==> config.mk <==
export PLATFORM = sky130hd
export DESIGN_NAME = fast_atan2_approx_top
export DESIGN_NICKNAME = d
export VERILOG_FILES = /design/src/rtl/core/fatan_pkg.sv /design/src/rtl/core/fatan_front.sv /design/src/rtl/core/fatan_div_stage.sv /design/src/rtl/core/fatan_back.sv /design/src/rtl/core/fast_atan2_approx_top.sv
export SDC_FILE = /design/constraint.sdc
export NUM_CORES = 2
export LEC_CHECK = 0
export BUFFER_PORTS_ARGS = -buffer_cell sky130_fd_sc_hd__buf_2
export CAP_MARGIN = 5
export CORE_ASPECT_RATIO = 0.7
export CORE_MARGIN = 1.5
export CORE_UTILIZATION = 59
export DETAILED_ROUTE_END_ITERATION = 10
export PLACE_DENSITY = 0.75
export SLEW_MARGIN = 20
export SYNTH_ARGS = -nofsm -noshare
export SYNTH_HDL_FRONTEND = slang
export SYNTH_SLANG_ARGS = --single-unit
export TNS_END_PERCENT = 20
==> constraint.sdc <==
create_clock -name clk -period 21.1 [get_ports clk]
set_clock_uncertainty 0.2 [all_clocks]
set_input_delay 4.22 -clock clk [delete_from_list [all_inputs] [get_ports clk]]
set_output_delay 4.22 -clock clk [all_outputs]
set_load 0.1 [all_outputs]
==> src/rtl/core/fatan_pkg.sv <==
// Types and constants shared by the arctangent pipeline.
`default_nettype none

package fatan_pkg;

	localparam int IN_W       = 16;
	localparam int ANG_W      = 16;
	localparam int MAG_W      = 16;
	localparam int PROD_W     = 2 * MAG_W;
	localparam int NUM_W      = PROD_W + 3;
	localparam int DEN_W      = PROD_W + 4;
	localparam int RND_SHIFT  = 13;
	localparam int QUO_W      = 13;
	localparam int REM_W      = DEN_W + QUO_W;
	localparam int DIV_STAGES = QUO_W;
	localparam int FRONT_STAGES = 4;
	localparam int LATENCY    = FRONT_STAGES + DIV_STAGES + 1;

	localparam logic [DEN_W-1:0] BIG_COEF   = DEN_W'(25);
	localparam logic [DEN_W-1:0] SMALL_COEF = DEN_W'(7);
	localparam logic [NUM_W-1:0] NUM_COEF   = NUM_W'(25);

	localparam logic signed [ANG_W-1:0] ANG_PI      = 16'sd25736;
	localparam logic signed [ANG_W-1:0] ANG_HALF_PI = 16'sd12868;

	typedef struct packed {
		logic x_zero;
		logic y_pos;
		logic y_neg;
		logic x_neg;
		logic swap;
	} fatan_ctl_t;

	typedef struct packed {
		logic [REM_W-1:0] rem;
		logic [DEN_W-1:0] dsr;
		logic [QUO_W-1:0] quo;
		fatan_ctl_t       ctl;
	} fatan_div_t;

endpackage

`default_nettype wire

==> src/rtl/core/fatan_front.sv <==
// Front end: magnitudes, ordering, products, the denominator and the rounded dividend.
`default_nettype none

module fatan_front import fatan_pkg::*; (
	input  wire logic              clk,
	input  wire logic              arst_n,
	input  wire logic              in_valid,
	input  wire logic [IN_W-1:0]   vec_y,
	input  wire logic [IN_W-1:0]   vec_x,
	output logic                   out_valid,
	output fatan_div_t             out_data
);

	logic [MAG_W-1:0] ay, ax;
	fatan_ctl_t       ctl_in;

	logic             valid_s1, valid_s2, valid_s3, valid_s4;
	fatan_ctl_t       ctl_s1, ctl_s2, ctl_s3, ctl_s4;
	logic [MAG_W-1:0] big_s1, small_s1;
	logic [PROD_W-1:0] p_s2, bb_s2, ss_s2;
	logic [NUM_W-1:0] num_s3;
	logic [DEN_W-1:0] den_s3, den_s4;
	logic [REM_W-1:0] rem_s4;

	always_comb begin
		ay = vec_y[IN_W-1] ? (~vec_y + MAG_W'(1)) : vec_y;
		ax = vec_x[IN_W-1] ? (~vec_x + MAG_W'(1)) : vec_x;
		ctl_in.x_zero = (vec_x == '0);
		ctl_in.y_neg  = vec_y[IN_W-1];
		ctl_in.y_pos  = !vec_y[IN_W-1] && (vec_y != '0);
		ctl_in.x_neg  = vec_x[IN_W-1];
		ctl_in.swap   = (ay >= ax);
	end

	always_ff @(posedge clk or negedge arst_n) begin
		if (!arst_n) begin
			valid_s1 <= 1'b0;
			valid_s2 <= 1'b0;
			valid_s3 <= 1'b0;
			valid_s4 <= 1'b0;
		end else begin
			valid_s1 <= in_valid;
			valid_s2 <= valid_s1;
			valid_s3 <= valid_s2;
			valid_s4 <= valid_s3;
		end
	end

	always_ff @(posedge clk) begin
		ctl_s1   <= ctl_in;
		big_s1   <= ctl_in.swap ? ay : ax;
		small_s1 <= ctl_in.swap ? ax : ay;

		ctl_s2 <= ctl_s1;
		p_s2   <= PROD_W'(big_s1) * PROD_W'(small_s1);
		bb_s2  <= PROD_W'(big_s1) * PROD_W'(big_s1);
		ss_s2  <= PROD_W'(small_s1) * PROD_W'(small_s1);

		ctl_s3 <= ctl_s2;
		num_s3 <= NUM_W'(p_s2) * NUM_COEF;
		den_s3 <= DEN_W'(bb_s2) * BIG_COEF + DEN_W'(ss_s2) * SMALL_COEF;

		ctl_s4 <= ctl_s3;
		den_s4 <= den_s3;
		rem_s4 <= REM_W'({num_s3, RND_SHIFT'(0)}) + REM_W'(den_s3 >> 1);
	end

	assign out_valid     = valid_s4;
	assign out_data.rem  = rem_s4;
	assign out_data.dsr  = den_s4;
	assign out_data.quo  = '0;
	assign out_data.ctl  = ctl_s4;

endmodule

`default_nettype wire

==> src/rtl/core/fatan_div_stage.sv <==
// One restoring division step that produces one quotient bit.
`default_nettype none

module fatan_div_stage import fatan_pkg::*; (
	input  wire logic  clk,
	input  wire logic  arst_n,
	input  wire logic  in_valid,
	input  fatan_div_t in_data,
	output logic       out_valid,
	output fatan_div_t out_data
);

	logic [REM_W-1:0] dsh;
	logic [REM_W-1:0] diff;
	logic [REM_W-1:0] sel;
	logic             ge;
	logic             valid_q;
	fatan_div_t       data_q;

	always_comb begin
		dsh  = REM_W'({in_data.dsr, (QUO_W-1)'(0)});
		ge   = (in_data.rem >= dsh);
		diff = in_data.rem - dsh;
		sel  = ge ? diff : in_data.rem;
	end

	always_ff @(posedge clk or negedge arst_n) begin
		if (!arst_n) begin
			valid_q <= 1'b0;
		end else begin
			valid_q <= in_valid;
		end
	end

	always_ff @(posedge clk) begin
		data_q.rem <= {sel[REM_W-2:0], 1'b0};
		data_q.dsr <= in_data.dsr;
		data_q.quo <= {in_data.quo[QUO_W-2:0], ge};
		data_q.ctl <= in_data.ctl;
	end

	assign out_valid = valid_q;
	assign out_data  = data_q;

endmodule

`default_nettype wire

==> src/rtl/core/fatan_back.sv <==
// Back end: signs the quotient and adds the quadrant offsets.
`default_nettype none

module fatan_back import fatan_pkg::*; (
	input  wire logic              clk,
	input  wire logic              arst_n,
	input  wire logic              in_valid,
	input  fatan_div_t             in_data,
	output logic                   done,
	output logic signed [ANG_W-1:0] angle
);

	logic signed [ANG_W-1:0] term;
	logic signed [ANG_W-1:0] res;
	logic                    neg;
	logic                    done_q;
	logic signed [ANG_W-1:0] angle_q;

	always_comb begin
		neg  = in_data.ctl.y_neg ^ in_data.ctl.x_neg;
		term = neg ? -$signed(ANG_W'(in_data.quo)) : $signed(ANG_W'(in_data.quo));
		priority if (in_data.ctl.x_zero) begin
			if (in_data.ctl.y_pos) begin
				res = ANG_HALF_PI;
			end else if (in_data.ctl.y_neg) begin
				res = -ANG_HALF_PI;
			end else begin
				res = '0;
			end
		end else if (!in_data.ctl.swap) begin
			if (!in_data.ctl.x_neg) begin
				res = term;
			end else if (in_data.ctl.y_neg) begin
				res = term - ANG_PI;
			end else begin
				res = term + ANG_PI;
			end
		end else begin
			res = in_data.ctl.y_neg ? (ANG_HALF_PI - term - ANG_PI) : (ANG_HALF_PI - term);
		end
	end

	always_ff @(posedge clk or negedge arst_n) begin
		if (!arst_n) begin
			done_q <= 1'b0;
		end else begin
			done_q <= in_valid;
		end
	end

	always_ff @(posedge clk) begin
		angle_q <= res;
	end

	assign done  = done_q;
	assign angle = angle_q;

endmodule

`default_nettype wire

==> src/rtl/core/fast_atan2_approx_top.sv <==
// Top level of the pipelined four-quadrant arctangent approximation.
//
//   channel   handshake         fields
//   input     start / busy      vec_y, vec_x
//   result    done (strobe)     angle
//
// One beat enters per cycle; busy is never asserted.
// The angle passes through the register stages in order: four front stages
// (ordering, products, denominator, dividend), thirteen restoring division
// stages that each resolve one quotient bit, and one output stage.
// Reset clears the valid bits of every stage; beats in flight are dropped.
// The result strobe cannot be held off, so the pipeline never stalls.
`default_nettype none

module fast_atan2_approx_top import fatan_pkg::*; (
	input  wire logic                   clk,
	input  wire logic                   arst_n,
	input  wire logic                   start,
	output logic                        busy,
	input  wire logic signed [IN_W-1:0] vec_y,
	input  wire logic signed [IN_W-1:0] vec_x,
	output logic                        done,
	output logic signed [ANG_W-1:0]     angle
);

	logic       stg_valid [DIV_STAGES+1];
	fatan_div_t stg_data  [DIV_STAGES+1];

	assign busy = 1'b0;

	fatan_front u_front (
		.clk       (clk),
		.arst_n    (arst_n),
		.in_valid  (start && !busy),
		.vec_y     (vec_y),
		.vec_x     (vec_x),
		.out_valid (stg_valid[0]),
		.out_data  (stg_data[0])
	);

	for (genvar i = 0; i < DIV_STAGES; i++) begin : g_div
		fatan_div_stage u_stage (
			.clk       (clk),
			.arst_n    (arst_n),
			.in_valid  (stg_valid[i]),
			.in_data   (stg_data[i]),
			.out_valid (stg_valid[i+1]),
			.out_data  (stg_data[i+1])
		);
	end

	fatan_back u_back (
		.clk      (clk),
		.arst_n   (arst_n),
		.in_valid (stg_valid[DIV_STAGES]),
		.in_data  (stg_data[DIV_STAGES]),
		.done     (done),
		.angle    (angle)
	);

endmodule

`default_nettype wire

==> run metrics <==
CP max FO 32; hold path startpoint g_div[8].u_stage.out_data[11]; YS warnings 0; Min-Delay Path Class reg -> reg; initial drt markers about 5000; detailed placement HPWL between 150 and 200 mm; Mapped Avg Cell Area slightly above 9 um2; Layout Nets 11600; Seq/Total Area, Yosys just under 30%; CTS tree built; Syn Inst Count between 9000 and 10000; antenna violations before repair 4; H-tree level count 4; Rows 120; Setup TNS Final 0 ps; Max transition margin 23.9%; Synth top cells by count inv_1 (1669), dfxtp_1 (1325), ha_1 (1021); Post-synth top flop dfxtp_1; aggregate global routing overflow 0; fill count between 10000 and 15000; reg2reg start u_front.small_s1[12]; number of routed nets with antenna violations 0; DRC Markers 0; most frequent cell after synthesis inv_1; RSZ-0062 raised after global routing no; critical path startpoint category input port; Synth Register Bits ~1300; Area growth syn-to-layout 7.82%; post-synthesis async set-or-reset flop share around 1.3%; Max Cap Viol 0; post-synth top area cell dfxtp_1; core area approximately 150000 um2; Gates resized, CTS repair 0; Hold Vio Cnt, Final 0; Worst Path Required between 20000 and 25000 ps; top area cells in the synthesized netlist dfxtp_1 (29%), fa_1 (15%), ha_1 (14%); layout cell share with drive strength beyond 1 just over 6%; cell area after layout around 100000 um2; FMAX 122 MHz; hold buffers post-CTS 0; Post-synth EDFFs 0; routed vias 67500; crit path DAT 8680 ps; Worst-Skew Late Latency just under 800 ps; met2 WL post-DR just under 100 mm; pins over their slew limit 0; CTS buffer count ~140; CTS clk-pin slew, worst paths ~70 ps; actual slew at the worst max-slew pin ~1100 ps; Syn Std Cell Area 91400 um2; Port-buffer cells between 50 and 60; clock sink count 1343; postcts setup bufs 0; Initial Util between 50 and 60%; Total Wirelength roughly 220 mm; drt pass-1 iters 8; met1 wire length 99.7 mm; critical path capture point type register; Distinct cells, synth 91; largest net degree at the start of global routing 71; Placer Congestion about 0.95; launch point of the worst path vec_y[5]; Tcrit/Tclk final a little under 40%; WL/cell between 15 and 20 um; total track usage around 28%; top-area cell type share of the netlist area about 29%; status finished clean; clk root buf clkbuf_16; Chip Width 473 um; Setup violations, final 0; Placed Area around 94000 um2; Setup CP Type in -> reg; DR WL met3 between 10 and 15 mm; Max Used Layer met4; vias in the first global route around 68000; vias per inst roughly 5.6; Period minus WS final approximately 8000 ps; Chip Height 332 um; Layout Utilization ~64%; clk buf depth 3; I/O pin count 53; Die ar. between 150000 and 200000 um2; global-route wire length before repair about 350 mm
critical path, stage by stage:
cell,delay (ps)
buf_2,120
nor4_1,610
nand2_1,270
o41ai_1,360
xor2_1,220
inv_1,80
ha_1,330
a21oi_1,140
nand2_1,80
a2111oi_0,510
o21ai_0,260
a221oi_4,800
buf_4,470
nand2b_1,160
o21ai_0,70
cell families (layout without fill, tap and decap cells):
| logic type | Yosys count | count (layout) | synth area share (%) |
|---|---|---|---|
| AO/OA/AOI/OAI | 1998 | 1998 | 13.8 |
| other | 2 | 8 | 0.00822 |
| flip-flops | 1343 | 1343 | 29.5 |
| buffers and inverters | 1888 | 2017 | 7.82 |
| AND/OR/NAND/NOR | 2078 | 2078 | 11.1 |
| XOR/XNOR | 625 | 625 | 6.01 |
| adder cells (fa/ha/maj) | 1700 | 1700 | 28.9 |
| multiplexers | 237 | 237 | 2.91 |
stage by stage:
| stage | setup WS [ps] | hold WS, ps | instances |
|---|---|---|---|
| after floorplan | 13130 | 110 | 9874 |
| after global placement | 12000 | 110 | 11800 |
| after detailed placement | 12070 | 112 | 11800 |
| after CTS | 12900 | 110 | 12100 |
| after global routing | 12430 | 123 | 12100 |
| final | 12880 | 113 | 12100 |
registers in the layout (all words and copies together), names as in the netlist, 5 cells and up:
name,cells
u_front.ss_s2,31
u_front.den_s3,36
g_div.u_stage.out_data,1020
u_front.ctl_s1,5
u_front.ctl_s2,5
u_front.num_s3,35
u_front.ctl_s3,5
u_front.small_s1,16
u_front.den_s4,23
u_back.angle,16
u_front.out_data,5
u_front.rem_s4,49
u_front.p_s2,32
u_front.bb_s2,31
g_div.u_stage.out_valid,13
u_front.big_s1,16
per-layer routing:
layer / global-route usage (%) / vias to the layer above
li1: - / 32800
met1: 38.7 / 32300
met2: 44.0 / 2091
met3: 4.96 / 342
met4: 7.11 / 0
met5: 0 / -
cells in the final DEF (no fill, tap or decap), types with 304 or more instances in the layout:
cell type  Yosys  routed
fa_1         679     679
inv_1       1669    1669
a21o_1       305     304
nand2_1      725     724
a21oi_1      593     593
o21ai_0      451     451
nor2_1       423     422
dfxtp_1     1325    1325
ha_1        1021    1021
xnor2_1      405     405
path summary, 6_finish.rpt:
kind                                                 endpoint  depth (start not counted)  slack (ps)
worst min-delay path            g_div[9].u_stage.out_data[12]                          0         110
worst min register to register  g_div[9].u_stage.out_data[12]                          0         110
worst max-delay path                       u_front.big_s1[15]                         15       12880
max in group asynchronous          g_div[3].u_stage.out_valid                          1       17270
worst max register to register              u_front.ss_s2[30]                         22       13670
min in group asynchronous                    u_front.valid_s2                          1        3160
final cells by class:
class                   instances  area, um2  area share (%)
diodes                          3       7.51         0.00762
well taps                    2074       2590            2.63
inverters                    1671       6270            6.37
clock inverters                66        878           0.891
multi-input cells            6643      57400            58.2
flip-flops and latches       1343      27000            27.4
repair buffers                101        628           0.637
clock buffers                 179       3820            3.87
Power is left out: the tool's default activity adds up to more than one toggle a clock period on the data nets, which glitch-free logic cannot reach.
